--- config.mk ---
export PLATFORM = sky130hd
export DESIGN_NAME = quantizing_rle_encoder
export DESIGN_NICKNAME = d
export VERILOG_FILES = /design/src/rtl/core/qre_pkg.sv /design/src/rtl/core/qre_ctrl.sv /design/src/rtl/core/qre_dp.sv /design/src/rtl/core/quantizing_rle_encoder.sv
export SDC_FILE = /design/constraint.sdc
export NUM_CORES = 1
export LEC_CHECK = 0
export BUFFER_PORTS_ARGS = -buffer_cell sky130_fd_sc_hd__buf_2
export CAP_MARGIN = 20
export CORE_MARGIN = 2
export CORE_UTILIZATION = 47
export DETAILED_ROUTE_END_ITERATION = 6
export GPL_TIMING_DRIVEN = 1
export PLACE_DENSITY = 0.68
export SLEW_MARGIN = 20
export SYNTH_ARGS = -nofsm -noshare
export SYNTH_HDL_FRONTEND = slang
export SYNTH_SLANG_ARGS = --single-unit
--- constraint.sdc ---
create_clock -name clock -period 5.1 [get_ports clock]
set_input_delay 0.255 -clock clock [delete_from_list [all_inputs] [get_ports clock]]
set_output_delay 0.255 -clock clock [all_outputs]
set_load 0.05 [all_outputs]
--- src/rtl/core/qre_pkg.sv ---
// qre_pkg: shared types, constants and helpers of the quantizing RLE encoder.
// No dependencies; imported by qre_ctrl, qre_dp and the top level.
`timescale 1ns / 1ps
`default_nettype none

package qre_pkg;

   localparam int unsigned BYTE_W      = 8;
   localparam int unsigned LEN_W       = 3;
   localparam int unsigned DIV_STEPS   = BYTE_W;
   localparam int unsigned STEP_CNT_W  = $clog2(DIV_STEPS);
   localparam logic [BYTE_W-1:0] QUANT_RESET = 8'd16;
   localparam logic [BYTE_W-1:0] BYTE_ONES   = 8'hFF;

   typedef enum logic [1:0] {
      ST_IDLE,
      ST_DIV,
      ST_UPDATE
   } ctrl_state_type;

   // controller -> datapath
   typedef struct packed {
      logic load;     // capture an input beat, start the divide
      logic step;     // one restoring-divide iteration
      logic update;   // run update, push code bytes
   } dp_cmd_type;

   // datapath -> controller
   typedef struct packed {
      logic out_empty;
   } dp_status_type;

   // Count-field width 8-S, S = bit length of floor(255/Q).
   // bitlen(255/Q) > k  <=>  Q <= (255 >> k).
   function automatic logic [LEN_W-1:0] count_bits(input logic [BYTE_W-1:0] quant);
      logic [3:0] s;
      s = 4'd0;
      for (int k = 0; k < BYTE_W; k++) begin
         if (quant <= (BYTE_ONES >> k)) begin
            s = s + 4'd1;
         end
      end
      return LEN_W'(4'd8 - s);
   endfunction

endpackage

`default_nettype wire

--- src/rtl/core/qre_ctrl.sv ---
// qre_ctrl: sequencer for accept / divide / run update.
// Depends on qre_pkg.
`timescale 1ns / 1ps
`default_nettype none

module qre_ctrl (
   input  wire logic                   clock,
   input  wire logic                   reset,
   input  wire logic                   in_valid,
   output logic                        in_ready,
   input  qre_pkg::dp_status_type      status,
   output qre_pkg::dp_cmd_type         cmd
);
   import qre_pkg::*;

   ctrl_state_type          state_ff, state_in;
   logic [STEP_CNT_W-1:0]   cnt_ff, cnt_in;

   always_ff @(posedge clock) begin
      if (reset) begin
         state_ff <= ST_IDLE;
         cnt_ff   <= '0;
      end else begin
         state_ff <= state_in;
         cnt_ff   <= cnt_in;
      end
   end

   always_comb begin
      state_in   = state_ff;
      cnt_in     = cnt_ff;
      cmd        = '0;
      in_ready   = 1'b0;
      unique case (state_ff)
         ST_IDLE: begin
            in_ready = 1'b1;
            if (in_valid) begin
               cmd.load = 1'b1;
               cnt_in   = '0;
               state_in = ST_DIV;
            end
         end
         ST_DIV: begin
            cmd.step = 1'b1;
            cnt_in   = cnt_ff + STEP_CNT_W'(1);
            if (cnt_ff == STEP_CNT_W'(DIV_STEPS - 1)) begin
               state_in = ST_UPDATE;
            end
         end
         ST_UPDATE: begin
            // wait for the previous item's code bytes to drain
            if (status.out_empty) begin
               cmd.update = 1'b1;
               state_in   = ST_IDLE;
            end
         end
         default: begin
            state_in = ST_IDLE;
         end
      endcase
   end

endmodule

`default_nettype wire

--- src/rtl/core/qre_dp.sv ---
// qre_dp: divisor register, restoring divider, run state and 2-entry output queue.
// Depends on qre_pkg.
`timescale 1ns / 1ps
`default_nettype none

module qre_dp (
   input  wire logic                        clock,
   input  wire logic                        reset,
   input  wire logic                        csr_wr_en,
   input  wire logic [qre_pkg::BYTE_W-1:0]  csr_wr_data,
   input  wire logic [qre_pkg::BYTE_W-1:0]  in_byte,
   input  wire logic                        in_last,
   input  qre_pkg::dp_cmd_type              cmd,
   output qre_pkg::dp_status_type           status,
   output logic                             out_valid,
   input  wire logic                        out_ready,
   output logic [qre_pkg::BYTE_W-1:0]       out_code,
   output logic                             out_last
);
   import qre_pkg::*;

   logic [BYTE_W-1:0] quant_ff;

   // divider
   logic [BYTE_W-1:0] quo_ff, rem_ff;
   logic              last_ff;
   logic [BYTE_W:0]   rem_trial;
   logic              rem_ge;

   // run state
   logic [BYTE_W-1:0] run_value_ff, run_value_in;
   logic [LEN_W-1:0]  run_len_ff, run_len_in;
   logic              run_open_ff, run_open_in;

   // output queue
   logic [BYTE_W-1:0] slot0_code_ff, slot1_code_ff;
   logic              slot0_last_ff, slot1_last_ff;
   logic [1:0]        count_ff;

   logic [LEN_W-1:0]  cb;
   logic [LEN_W-1:0]  cap;
   logic [BYTE_W-1:0] cmask;
   logic              merge, emit_close;
   logic [BYTE_W-1:0] close_code, final_code;

   always_ff @(posedge clock) begin
      if (reset) begin
         quant_ff <= QUANT_RESET;
      end else if (csr_wr_en) begin
         quant_ff <= (csr_wr_data == '0) ? BYTE_W'(1) : csr_wr_data;
      end
   end

   assign rem_trial = {rem_ff, quo_ff[BYTE_W-1]};
   assign rem_ge    = (rem_trial >= {1'b0, quant_ff});

   always_ff @(posedge clock) begin
      if (cmd.load) begin
         quo_ff  <= in_byte;
         rem_ff  <= '0;
         last_ff <= in_last;
      end else if (cmd.step) begin
         rem_ff <= rem_ge ? BYTE_W'(rem_trial - {1'b0, quant_ff}) : rem_trial[BYTE_W-1:0];
         quo_ff <= {quo_ff[BYTE_W-2:0], rem_ge};
      end
   end

   // packing layout from the current divisor
   assign cb    = count_bits(quant_ff);
   assign cap   = (cb == '0) ? LEN_W'(1) : cb;
   assign cmask = BYTE_W'((9'd1 << cb) - 9'd1);

   assign merge      = run_open_ff && (run_value_ff == quo_ff) && (run_len_ff < cap);
   assign emit_close = run_open_ff && !merge;

   always_comb begin
      run_value_in = merge ? run_value_ff : quo_ff;
      run_len_in   = merge ? LEN_W'(run_len_ff + LEN_W'(1)) : LEN_W'(1);
      run_open_in  = 1'b1;
   end

   assign close_code = BYTE_W'(run_value_ff << cb) | (BYTE_W'(run_len_ff) & cmask);
   assign final_code = BYTE_W'(run_value_in << cb) | (BYTE_W'(run_len_in) & cmask);

   always_ff @(posedge clock) begin
      if (reset) begin
         run_value_ff <= '0;
         run_len_ff   <= '0;
         run_open_ff  <= 1'b0;
      end else if (cmd.update) begin
         if (last_ff) begin
            run_value_ff <= '0;
            run_len_ff   <= '0;
            run_open_ff  <= 1'b0;
         end else begin
            run_value_ff <= run_value_in;
            run_len_ff   <= run_len_in;
            run_open_ff  <= run_open_in;
         end
      end
   end

   // queue: push only when empty, so push and pop never meet
   always_ff @(posedge clock) begin
      if (reset) begin
         count_ff <= '0;
      end else begin
         priority if (cmd.update) begin
            count_ff <= 2'(emit_close) + 2'(last_ff);
         end else if (out_ready && (count_ff != '0)) begin
            count_ff <= count_ff - 2'd1;
         end
      end
   end

   always_ff @(posedge clock) begin
      priority if (cmd.update) begin
         slot0_code_ff <= emit_close ? close_code : final_code;
         slot0_last_ff <= !emit_close;
         slot1_code_ff <= final_code;
         slot1_last_ff <= 1'b1;
      end else if (out_ready && (count_ff != '0)) begin
         slot0_code_ff <= slot1_code_ff;
         slot0_last_ff <= slot1_last_ff;
      end
   end

   assign status.out_empty = (count_ff == '0);
   assign out_valid        = (count_ff != '0);
   assign out_code         = slot0_code_ff;
   assign out_last         = slot0_last_ff;

endmodule

`default_nettype wire

--- src/rtl/core/quantizing_rle_encoder.sv ---
// A byte accepted on req_* goes through 8 restoring-divide iterations, the run update
//   (which waits for an empty queue) and one queue register on its way to rsp_*.
// A new input byte is taken only in idle, once the previous byte is through the
//   bit-serial divider by Q and its run update.
// Reset: synchronous, active high; divisor returns to 16, no run open, queue empty.
// Depends on qre_pkg, qre_ctrl, qre_dp.
`timescale 1ns / 1ps
`default_nettype none

module quantizing_rle_encoder (
   input  wire logic                        clock,
   input  wire logic                        reset,
   // input stream
   input  wire logic                        req_tvalid,
   output logic                             req_tready,
   input  wire logic [qre_pkg::BYTE_W-1:0]  req_tdata,   // [7:0] in_byte
   input  wire logic                        req_tlast,   // in_last
   // code-byte stream
   output logic                             rsp_tvalid,
   input  wire logic                        rsp_tready,
   output logic [qre_pkg::BYTE_W-1:0]       rsp_tdata,   // [7:0] code_byte
   output logic                             rsp_tlast,   // out_last
   // divisor register
   input  wire logic                        csr_wr_en,
   input  wire logic [qre_pkg::BYTE_W-1:0]  csr_wr_data  // [7:0] quant_divisor
);
   import qre_pkg::*;

   dp_cmd_type    cmd;
   dp_status_type status;

   // Controller: idle -> 8 divide steps -> update (waits for an empty queue).
   qre_ctrl u_ctrl (
      .clock    (clock),
      .reset    (reset),
      .in_valid (req_tvalid),
      .in_ready (req_tready),
      .status   (status),
      .cmd      (cmd)
   );

   // Datapath: quotient feeds the run compare; a closed run and the flushed
   // final run can both land in the 2-entry queue in the same update cycle.
   qre_dp u_dp (
      .clock       (clock),
      .reset       (reset),
      .csr_wr_en   (csr_wr_en),
      .csr_wr_data (csr_wr_data),
      .in_byte     (req_tdata),
      .in_last     (req_tlast),
      .cmd         (cmd),
      .status      (status),
      .out_valid   (rsp_tvalid),
      .out_ready   (rsp_tready),
      .out_code    (rsp_tdata),
      .out_last    (rsp_tlast)
   );

endmodule

`default_nettype wire

==> results by group, run 1 <==
Detailed routing
  • Routed Wire Length: 8.784 mm
  • Starting DRT DRC Count: 149
  • Average wire length per cell after detail routing: 15.28 um
  • Overall via count from detail_route: 3203
  • Average vias per placed instance: 5.570
  • Remaining antenna violation count: 0
  • Residual DRC: 0
  • DRT Pass-1 Iters: 5

Clock network
  • H-tree levels: 3
  • Clk pin slew, worst setup/hold paths: 70 ps
  • Number of gates given a new drive strength after cts: 0
  • Number of clock buffers inserted by TritonCTS: 9
  • Clock buffer depth: 2
  • Clock sink count: 61
  • Clock Latency Late Sink: 330 ps
  • Clock Tree Root: sky130_fd_sc_hd__clkbuf_8
  • CTS tree: built

Synthesis
  • Async set or reset register ratio after synthesis: 0%
  • Dominant register cell in the synthesized netlist: sky130_fd_sc_hd__dfxtp_1
  • Total of flip-flops plus latches after synthesis: 61
  • Number of nets produced by synthesis: 481
  • Number of enable-type register cells in the synthesized netlist: 26
  • Post-synthesis average cell area: 8.853 um2
  • Post-synth design cell area: 3860 um2
  • Yosys warning count: 0
  • Synth unique cells: 67
  • Synthesized instance count: 436
  • Sequential element share of the synthesized area: 38.38%

Floorplan
  • Die extent in y: 94.63 um
  • Placeable core region: 8093 um2
  • Initial core utilization: 47.70%
  • Horizontal die dimension: 94.63 um
  • Top-Level Pins: 33
  • Area enclosed by the die boundary: 8954 um2
  • Number of rows created at floorplan: 33

Power
  • Leak pwr: 1.770 nW
  • Logic pwr share: 37.7%
  • NetSw: 0.6097 mW
  • VDD IR-drop max: 227.0 uV
  • P_int: 1.011 mW
  • Switching power share of the total: 37.62%
  • Total power: 1.621 mW
  • Part of the total power dissipated in sequential elements: 38.1%
  • Total power per unit cell area: 377.6 nW/um2
  • Share of total power in the clock network: 24.2%

Worst setup path
  • Setup slack, reg-to-reg: 350 ps
  • Critical path startpoint category: flip-flop
  • Crit Path Max Fanout: 7
  • Worst R2R Start: u_dp.quant_ff[7]
  • Crit path capture type: flip-flop
  • Worst Path Arrival: 4920 ps
  • Register-to-Register Path Depth: 19
  • End of the worst register-to-register path: u_dp.out_code[1]
  • Kind of critical path: reg -> reg
  • Worst endpoint required time: 5270 ps

Place
  • Placed Cells incl. Taps: 558
  • Last weighted congestion value of the routability-driven placer: 0.8673
  • DP Wirelength: 6.381 mm
  • Placed Instance Area: 4109 um2
  • Count of buffers from port buffering: 32
  • Place WS: 351.2 ps

STA
  • Least-Margin Pin Slew: 824.4 ps
  • Fmax achieved: 210.5 MHz
  • Final Max Tran Viols: 0
  • Worst setup slack after layout: 349.4 ps
  • Setup Viol. Count Final: 0
  • Final worst path period share: 93.15%
  • Accumulated negative setup slack: 0 ps
  • Final hold violations: 0
  • Rel. slew slack: 44.93%
  • Max Clock Skew: 6.573 ps
  • Final worst path period need: 4751 ps
  • Setup repair after global routing missed its margin: no
  • Worst hold-check slack: 93.77 ps

Finish
  • Antenna diode count: 0
  • Commonest cells after routing, fill and taps aside: 54 x sky130_fd_sc_hd__nand2_1, 42 x sky130_fd_sc_hd__nor2_1, 35 x sky130_fd_sc_hd__dfxtp_1, 32 x sky130_fd_sc_hd__buf_2, 29 x sky130_fd_sc_hd__a21oi_1
  • Post-route standard cell area excluding fillers: 4293 um2
  • Number of standard cells in the final layout excluding fillers: 575
  • Net count, final: 510
  • Relative area change from synthesis to final layout: 11.22%
  • Fraction of the core area covered by cells at the end of the flow: 53.05%
  • Most frequent standard cell in the layout excluding fill and tap cells: sky130_fd_sc_hd__nand2_1
  • Proportion of layout cells with a drive suffix above 1: 16.17%
  • Fillcell total: 796

Global route
  • Remaining Overflow, GRT: 0
  • Tot GR Track Use: 21.02%
  • Initial antenna violation count: 0
  • First-pass GRT wire length: 14.70 mm
  • Largest net degree at the start of global routing: 35
  • Via count of the first global-routing pass: 3067

Min path
  • Hold-critical path depth: 1
  • Worst hold start: req_tlast
  • Worst hold-check path type: in -> reg
  • Hold EP: u_dp.last_ff

Job
  • Count of max-cap constraint violations: 0

Status
  • Outcome: completed
[critical path, cell delays in order (launching register included)]
cell and delay (ps):
sky130_fd_sc_hd__dfxtp_1 360, sky130_fd_sc_hd__or3_4 440, sky130_fd_sc_hd__a21oi_1 170, sky130_fd_sc_hd__nor2_1 80, sky130_fd_sc_hd__ha_1 290, sky130_fd_sc_hd__nand2_1 60, sky130_fd_sc_hd__nand3_1 80, sky130_fd_sc_hd__a22o_1 290
sky130_fd_sc_hd__inv_1 90, sky130_fd_sc_hd__ha_1 240, sky130_fd_sc_hd__nand2b_1 140, sky130_fd_sc_hd__mux2i_1 120, sky130_fd_sc_hd__nor2_1 200, sky130_fd_sc_hd__inv_2 60, sky130_fd_sc_hd__ha_1 310, sky130_fd_sc_hd__a2111o_1 400
sky130_fd_sc_hd__or4b_1 540, sky130_fd_sc_hd__a2111o_1 390, sky130_fd_sc_hd__o21a_1 130, sky130_fd_sc_hd__o221ai_1 190
[per-layer routing]
metal	part of all wire, %	vias up	global-route usage, %
met5	0	-	0
met4	2.0	0	8.575
met3	3.7	12	2.873
met2	45	66	33.22
met1	49	1504	29.02
li1	-	1621	-
[final cells by class]
class,count,area (um2),share of cell area [%]
tap,105,131.4,3.060
inverter,29,108.9,2.536
clock inverter,6,38.79,0.9035
sequential,61,1481,34.51
clock buffer,10,137.6,3.206
timing repair buffer,38,205.2,4.780
multi-input combinational,326,2190,51.01
[logic make-up (layout without fill, tap and decap cells)]
group                    count (synthesis)  in the layout  share of synthesized area [%]
buffers and inverters                   49             83                          4.894
AO/OA/AOI/OAI                           90             90                          15.59
flip-flops                              61             61                          38.38
multiplexers                            33             33                          9.173
XOR/XNOR                                15             15                          3.404
AND/OR/NAND/NOR                        165            165                          20.91
adder cells (fa/ha/maj)                 23             23                          7.650
[cells in the mapped netlist (all sizes together) (4+ instances only)]
cell type / number / area share [%]
a211oi: 5 / 0.97
a21oi: 29 / 3.8
clkbuf: 17 / 1.7
dfxtp: 35 / 18
edfxtp: 26 / 20
ha: 22 / 7.1
inv: 28 / 2.7
mux2: 9 / 2.6
mux2i: 23 / 6.0
nand2: 54 / 5.3
nand2b: 5 / 0.81
nand3: 13 / 1.7
nand4: 4 / 0.65
nor2: 45 / 4.6
nor2b: 6 / 0.97
nor3: 9 / 1.5
nor3b: 9 / 1.8
o21ai: 19 / 2.5
o311ai: 5 / 1.1
xnor2: 12 / 2.7
[state kept, by name, summed over array words and instances, names as in the netlist]
name                count
u_ctrl.cnt_ff           3
u_ctrl.state_ff         2
u_dp.count_ff           2
u_dp.last_ff            1
u_dp.out_code           8
u_dp.out_last           1
u_dp.quant_ff           8
u_dp.quo_ff             8
u_dp.rem_ff             8
u_dp.run_len_ff         3
u_dp.run_open_ff        1
u_dp.run_value_ff       8
u_dp.slot1_code_ff      8
[power by group through the flow]
stage / clock network (mW) / logic [mW] / registers, mW
2_1_floorplan: 0 / 0.460 / 0.621
3_3_place_gp: 0 / 0.590 / 0.628
3_5_place_dp: 0 / 0.602 / 0.629
4_1_cts: 0.401 / 0.606 / 0.618
5_1_grt: 0.418 / 0.679 / 0.625
6_report: 0.392 / 0.611 / 0.618
[how the worst max path moves through the flow]
stage                      from               end  slack, ps
2_1_floorplan  u_dp.quant_ff[7]  u_dp.out_code[4]        310
3_3_place_gp   u_dp.quant_ff[7]  u_dp.out_code[4]        470
3_5_place_dp   u_dp.quant_ff[7]  u_dp.out_code[4]        350
4_1_cts        u_dp.quant_ff[7]  u_dp.out_code[4]        330
5_1_grt        u_dp.quant_ff[7]  u_dp.out_code[1]         60
6_report       u_dp.quant_ff[7]  u_dp.out_code[1]        350
[repair_timing]
action / 4_1_cts / 5_1_grt
hold buffers: 0 / 0
setup endpoints to repair: 0 / 1
buffers inserted: 0 / 1
No activity file was read; power rests on OpenSTA's default activity.
==> inputs of run 2 (changes only) <==
Settings changed: CELL_PAD_IN_SITES_DETAIL_PLACEMENT set to 1, CELL_PAD_IN_SITES_GLOBAL_PLACEMENT set to 1, CORE_UTILIZATION 47 to 42, PLACE_DENSITY 0.68 to not set, PLACE_DENSITY_LB_ADDON set to 0.1.
==> run 2 against run 1 <==
Effect of this change:
- maximum frequency is 0.40% lower
- clock skew grew 4.9 ps
- hold slack worse by 16 ps
- combinational power is 3.6% higher
- design area is 1.3% higher
- clock power grew 23%
- sequential cell count unchanged
- clock-buffer cell count up 3
- sequential share of layout area is 0.44 points lower
- critical path type unchanged
- largest power group is now combinational cells
- highest routed layer unchanged
==> results by group, run 2 (synthesis gave the netlist of run 1 again) <==
Status
  • Outcome: completed

Detailed routing
  • Residual DRC: 0
  • Average wire length per cell after detail routing: 17.65 um
  • Starting DRT DRC Count: 162
  • DRT Pass-1 Iters: 4
  • Average vias per placed instance: 5.655
  • Remaining antenna violation count: 0
  • Routed Wire Length: 10.22 mm
  • Overall via count from detail_route: 3274

Worst setup path
  • Kind of critical path: reg -> reg
  • Worst endpoint required time: 5280 ps
  • Crit path capture type: flip-flop
  • Critical path startpoint category: flip-flop
  • Crit Path Max Fanout: 7
  • Register-to-Register Path Depth: 19
  • Worst Path Arrival: 4950 ps

Clock network
  • Clock Tree Root: sky130_fd_sc_hd__clkbuf_8
  • Number of clock buffers inserted by TritonCTS: 9
  • Clock sink count: 61
  • Post-CTS setup buffer count: 0
  • Post-cts hold buffer count: 0
  • CTS tree: built
  • H-tree levels: 3
  • Clk pin slew, worst setup/hold paths: 70 ps
  • Clock buffer depth: 2
  • Number of gates given a new drive strength after cts: 0
  • Clock Latency Late Sink: 350 ps

Floorplan
  • Number of rows created at floorplan: 34
  • Top-Level Pins: 33
  • Die extent in y: 99.87 um
  • Horizontal die dimension: 99.87 um
  • Placeable core region: 8806 um2
  • Initial core utilization: 43.83%
  • Area enclosed by the die boundary: 9973 um2

STA
  • Least-Margin Pin Slew: 834.1 ps
  • Setup Viol. Count Final: 0
  • Worst hold-check slack: 77.73 ps
  • Worst setup slack after layout: 330.1 ps
  • Final hold violations: 0
  • Max Clock Skew: 11.43 ps
  • Final worst path period need: 4770 ps
  • Accumulated negative setup slack: 0 ps
  • Rel. slew slack: 44.28%
  • Final worst path period share: 93.53%
  • Setup repair after global routing missed its margin: no
  • Final Max Tran Viols: 0
  • Fmax achieved: 209.6 MHz

Global route
  • First-pass GRT wire length: 17.04 mm
  • Remaining Overflow, GRT: 0
  • Via count of the first global-routing pass: 3313
  • Tot GR Track Use: 21.65%
  • Initial antenna violation count: 0
  • Largest net degree at the start of global routing: 35

Finish
  • Number of standard cells in the final layout excluding fillers: 579
  • Proportion of layout cells with a drive suffix above 1: 16.14%
  • Commonest cells after routing, fill and taps aside: 54 x sky130_fd_sc_hd__nand2_1, 42 x sky130_fd_sc_hd__nor2_1, 35 x sky130_fd_sc_hd__dfxtp_1, 32 x sky130_fd_sc_hd__buf_2, 29 x sky130_fd_sc_hd__a21oi_1
  • Net count, final: 511
  • Most frequent standard cell in the layout excluding fill and tap cells: sky130_fd_sc_hd__nand2_1
  • Antenna diode count: 0
  • Relative area change from synthesis to final layout: 12.64%
  • Fillcell total: 1062

Power
  • Leak pwr: 1.801 nW
  • Total power per unit cell area: 400.1 nW/um2
  • Total power: 1.739 mW
  • VDD IR-drop max: 157.7 uV

Place
  • Last weighted congestion value of the routability-driven placer: 0.8606
  • Place WS: 282.7 ps
  • DP Wirelength: 7.524 mm
  • Placed Cells incl. Taps: 562
  • Count of buffers from port buffering: 32

Min path
  • Worst hold-check path type: in -> reg
  • Hold-critical path depth: 1

Job
  • Count of max-cap constraint violations: 0
run 2: final cells by class:
| class | count | area [um2] | share of cell area [%] |
|---|---|---|---|
| Sequential cell | 61 | 1481 | 34.07 |
| Multi-Input combinational cell | 326 | 2190 | 50.36 |
| Timing Repair Buffer | 39 | 212.7 | 4.892 |
| Clock inverter | 3 | 40.04 | 0.9209 |
| Tap cell | 108 | 135.1 | 3.108 |
| Clock buffer | 13 | 180.2 | 4.144 |
| Inverter | 29 | 108.9 | 2.504 |
run 2: critical path: stages (launching register included):
cell and delay (ps):
sky130_fd_sc_hd__dfxtp_1 370, sky130_fd_sc_hd__or3_4 450, sky130_fd_sc_hd__a21oi_1 180, sky130_fd_sc_hd__nor2_1 80
sky130_fd_sc_hd__ha_1 290, sky130_fd_sc_hd__nand2_1 70, sky130_fd_sc_hd__nand3_1 80, sky130_fd_sc_hd__a22o_1 300
sky130_fd_sc_hd__inv_1 90, sky130_fd_sc_hd__ha_1 240, sky130_fd_sc_hd__nand2b_1 130, sky130_fd_sc_hd__mux2i_1 120
sky130_fd_sc_hd__nor2_1 200, sky130_fd_sc_hd__inv_2 50, sky130_fd_sc_hd__ha_1 310, sky130_fd_sc_hd__a2111o_1 410
sky130_fd_sc_hd__or4b_1 540, sky130_fd_sc_hd__a2111o_1 390, sky130_fd_sc_hd__o21a_1 130, sky130_fd_sc_hd__o221ai_1 190
run 2: stage by stage:
step	util [%]	cell area, um2
after floorplan	-	3860
after global placement	46.79	4120
after detailed placement	46.79	4120
after CTS	49.29	4340
after global routing	49.37	4348
final	49.37	4348
run 2: routing by layer:
metal | vias up | share of wire (%) | GRT usage [%] | wire [um]
li1 | 1625 | - | - | -
met3 | 9 | 3.9 | 3.134 | 398
met2 | 53 | 44 | 34.10 | 4479
met5 | - | 0 | 0 | 0
met4 | 0 | 1.1 | 6.639 | 109
met1 | 1587 | 51 | 30.90 | 5235
run 2: final timing paths:
path / slack (ps) / from / end
worst min-delay path: 80 / req_tlast / u_dp.last_ff
worst max register to register: 330 / u_dp.quant_ff[7] / u_dp.out_code[1]
worst min register to register: 490 / u_dp.rem_ff[7] / u_dp.rem_ff[7]
worst max-delay path: 330 / u_dp.quant_ff[7] / u_dp.out_code[1]
run 2: where the power goes:
part           leakage, nW  switching (mW)  internal (mW)
Combinational         1.16           0.377          0.256
Clock                0.115           0.200          0.281
Sequential           0.529          0.0555          0.569
Total                 1.80           0.633           1.11
==> inputs of run 3 (changes only) <==
Clock period 5.1 ns to 4.35 ns, I/O delays scaled along.
==> run 3 against run 2 <==
Effect of this change:
- combinational power rose by 29%
- maximum frequency rose by 9.8%
- largest power group unchanged
- critical path depth did not move
- largest cell class unchanged
==> results by group, run 3 (synthesis gave the netlist of run 1 again) <==
Worst setup path
  • Worst endpoint required time: 4540 ps
  • Worst Path Arrival: 4530 ps
  • Critical path destination: u_dp.out_code[1]
  • Max stage delay cell, worst path: sky130_fd_sc_hd__or4b_1
  • Setup slack, reg-to-reg: 4 ps
  • Register-to-Register Path Depth: 19
  • Source of the critical timing path: u_dp.quant_ff[4]
  • Crit Path Max Fanout: 6
  • Worst R2R Start: u_dp.quant_ff[4]
  • Crit path capture type: flip-flop
  • Kind of critical path: reg -> reg
  • Critical path startpoint category: flip-flop
  • Cell-by-cell listing of the critical path: inv_1 -> a21oi_1 -> o21ai_0 -> ha_1 -> nand2_1 -> nand3_1 -> a22o_1 -> inv_2 -> ha_4 -> nand2b_4 -> mux2i_4 -> nor2_4 -> inv_2 -> ha_4 -> a2111o_1 -> or4b_1 -> a2111o_1 -> o21a_1 -> o221ai_2
  • End of the worst register-to-register path: u_dp.out_code[1]
  • Stage delay of the slowest cell on the critical path: 530 ps

Detailed routing
  • Overall via count from detail_route: 3434
  • Remaining antenna violation count: 0
  • DRT Pass-1 Iters: 4
  • Starting DRT DRC Count: 118
  • Average vias per placed instance: 5.723
  • Met1 routed wirelength after detailed routing: 5.535 mm
  • Residual DRC: 0
  • Met2 wire len: 5.191 mm
  • Average wire length per cell after detail routing: 18.83 um
  • Highest layer used for signal routing: met4
  • Routed length on met3: 376 um
  • Routed Wire Length: 11.30 mm

STA
  • Final worst path period share: 99.90%
  • Rel. slew slack: 40.19%
  • Setup Viol. Count Final: 0
  • Setup repair after global routing missed its margin: yes
  • Final worst path period need: 4346 ps
  • Fmax achieved: 230.1 MHz
  • Max Clock Skew: 13.41 ps
  • Final hold violations: 0
  • Accumulated negative setup slack: 0 ps
  • Final Max Tran Viols: 0
  • Least-Margin Pin Slew: 895.3 ps
  • Worst hold-check slack: 44.17 ps

Finish
  • Relative area change from synthesis to final layout: 19.29%
  • Net count, final: 532
  • Antenna diode count: 0
  • Most frequent standard cell in the layout excluding fill and tap cells: sky130_fd_sc_hd__nand2_1
  • Post-route standard cell area excluding fillers: 4604 um2
  • Proportion of layout cells with a drive suffix above 1: 22.97%
  • Fraction of the core area covered by cells at the end of the flow: 52.29%
  • Commonest cells after routing, fill and taps aside: 53 x sky130_fd_sc_hd__nand2_1, 40 x sky130_fd_sc_hd__nor2_1, 33 x sky130_fd_sc_hd__dfxtp_1, 32 x sky130_fd_sc_hd__buf_2, 28 x sky130_fd_sc_hd__a21oi_1

Clock network
  • H-tree levels: 3
  • Clock Latency Late Sink: 360 ps
  • Clock sink count: 61
  • Clock buffer depth: 2
  • CTS tree: built
  • Clock Tree Root: sky130_fd_sc_hd__clkbuf_8
  • Clk pin slew, worst setup/hold paths: 80 ps
  • Post-cts hold buffer count: 0
  • Number of clock buffers inserted by TritonCTS: 9

Place
  • DP Wirelength: 7.754 mm
  • Placed Instance Area: 4240 um2
  • Count of buffers from port buffering: 32
  • Last weighted congestion value of the routability-driven placer: 0.8542

Job
  • Count of max-cap constraint violations: 0

Global route
  • Tot GR Track Use: 22.88%
  • First-pass GRT wire length: 17.95 mm
  • Largest net degree at the start of global routing: 35
  • Initial antenna violation count: 0
  • Remaining Overflow, GRT: 0
  • Via count of the first global-routing pass: 3445

Floorplan
  • Initial core utilization: 43.83%
  • Die extent in y: 99.87 um
  • Placeable core region: 8806 um2
  • Top-Level Pins: 33
  • Number of rows created at floorplan: 34
  • Horizontal die dimension: 99.87 um
  • Area enclosed by the die boundary: 9973 um2

Min path
  • Worst hold-check path type: in -> reg

Power
  • Total power: 2.097 mW
  • VDD IR-drop max: 242.8 uV
  • Total power per unit cell area: 455.4 nW/um2
  • Leak pwr: 1.914 nW

Status
  • Outcome: completed
run 3: per-layer routing:
| metal | vias up | track usage [%] |
|---|---|---|
| li1 | 1666 | - |
| met1 | 1671 | 32.82 |
| met2 | 77 | 35.55 |
| met3 | 20 | 2.925 |
| met4 | 0 | 8.114 |
| met5 | - | 0 |
run 3: metrics by stage:
stage / setup WS (ps) / std cells
2_1_floorplan: -98.83 / 436
3_3_place_gp: 89.47 / 574
3_5_place_dp: -96.06 / 574
4_1_cts: 39.04 / 593
5_1_grt: -138.5 / 600
6_report: 4.253 / 600
run 3: worst max-delay path: cells and delay by family, from the launching register on:
family / cells / cell delay, ps
flops: 1 / 380
fa+ha+maj: 3 / 710
compound gates: 7 / 1750
simple gates: 5 / 930
buf+inv: 3 / 300
mux: 1 / 80
run 3: power breakdown:
| group | internal (mW) | leakage (nW) | total (mW) | switching, mW |
|---|---|---|---|---|
| clock network | 0.300 | 0.110 | 0.552 | 0.252 |
| logic | 0.342 | 1.27 | 0.817 | 0.475 |
| registers | 0.667 | 0.529 | 0.728 | 0.0607 |
run 3: worst min-delay path by stage:
stage,from,to,slack (ps),depth (start not counted)
final,req_tlast,u_dp.last_ff,40,1
after global routing,req_tlast,u_dp.last_ff,40,1
after CTS,req_tlast,u_dp.last_ff,30,1
after detailed placement,req_tlast,u_dp.last_ff,400,1
after global placement,req_tlast,u_dp.last_ff,390,1
after floorplan,req_tlast,u_dp.last_ff,320,0
run 3: final cells by class:
cell class	instances	area, um2
timing repair buffer	60	374.1
inverter	29	108.9
sequential	61	1484
tap	108	135.1
clock buffer	11	152.6
clock inverter	5	53.80
fill	1032	4202
multi-input combinational	326	2296
run 3: timing repair:
item | 4_1_cts | 5_1_grt
gates resized for setup | 6 | 11
pin swaps | 6 | 11
setup buffers | 3 | 7
setup endpoints to repair | 9 | 11
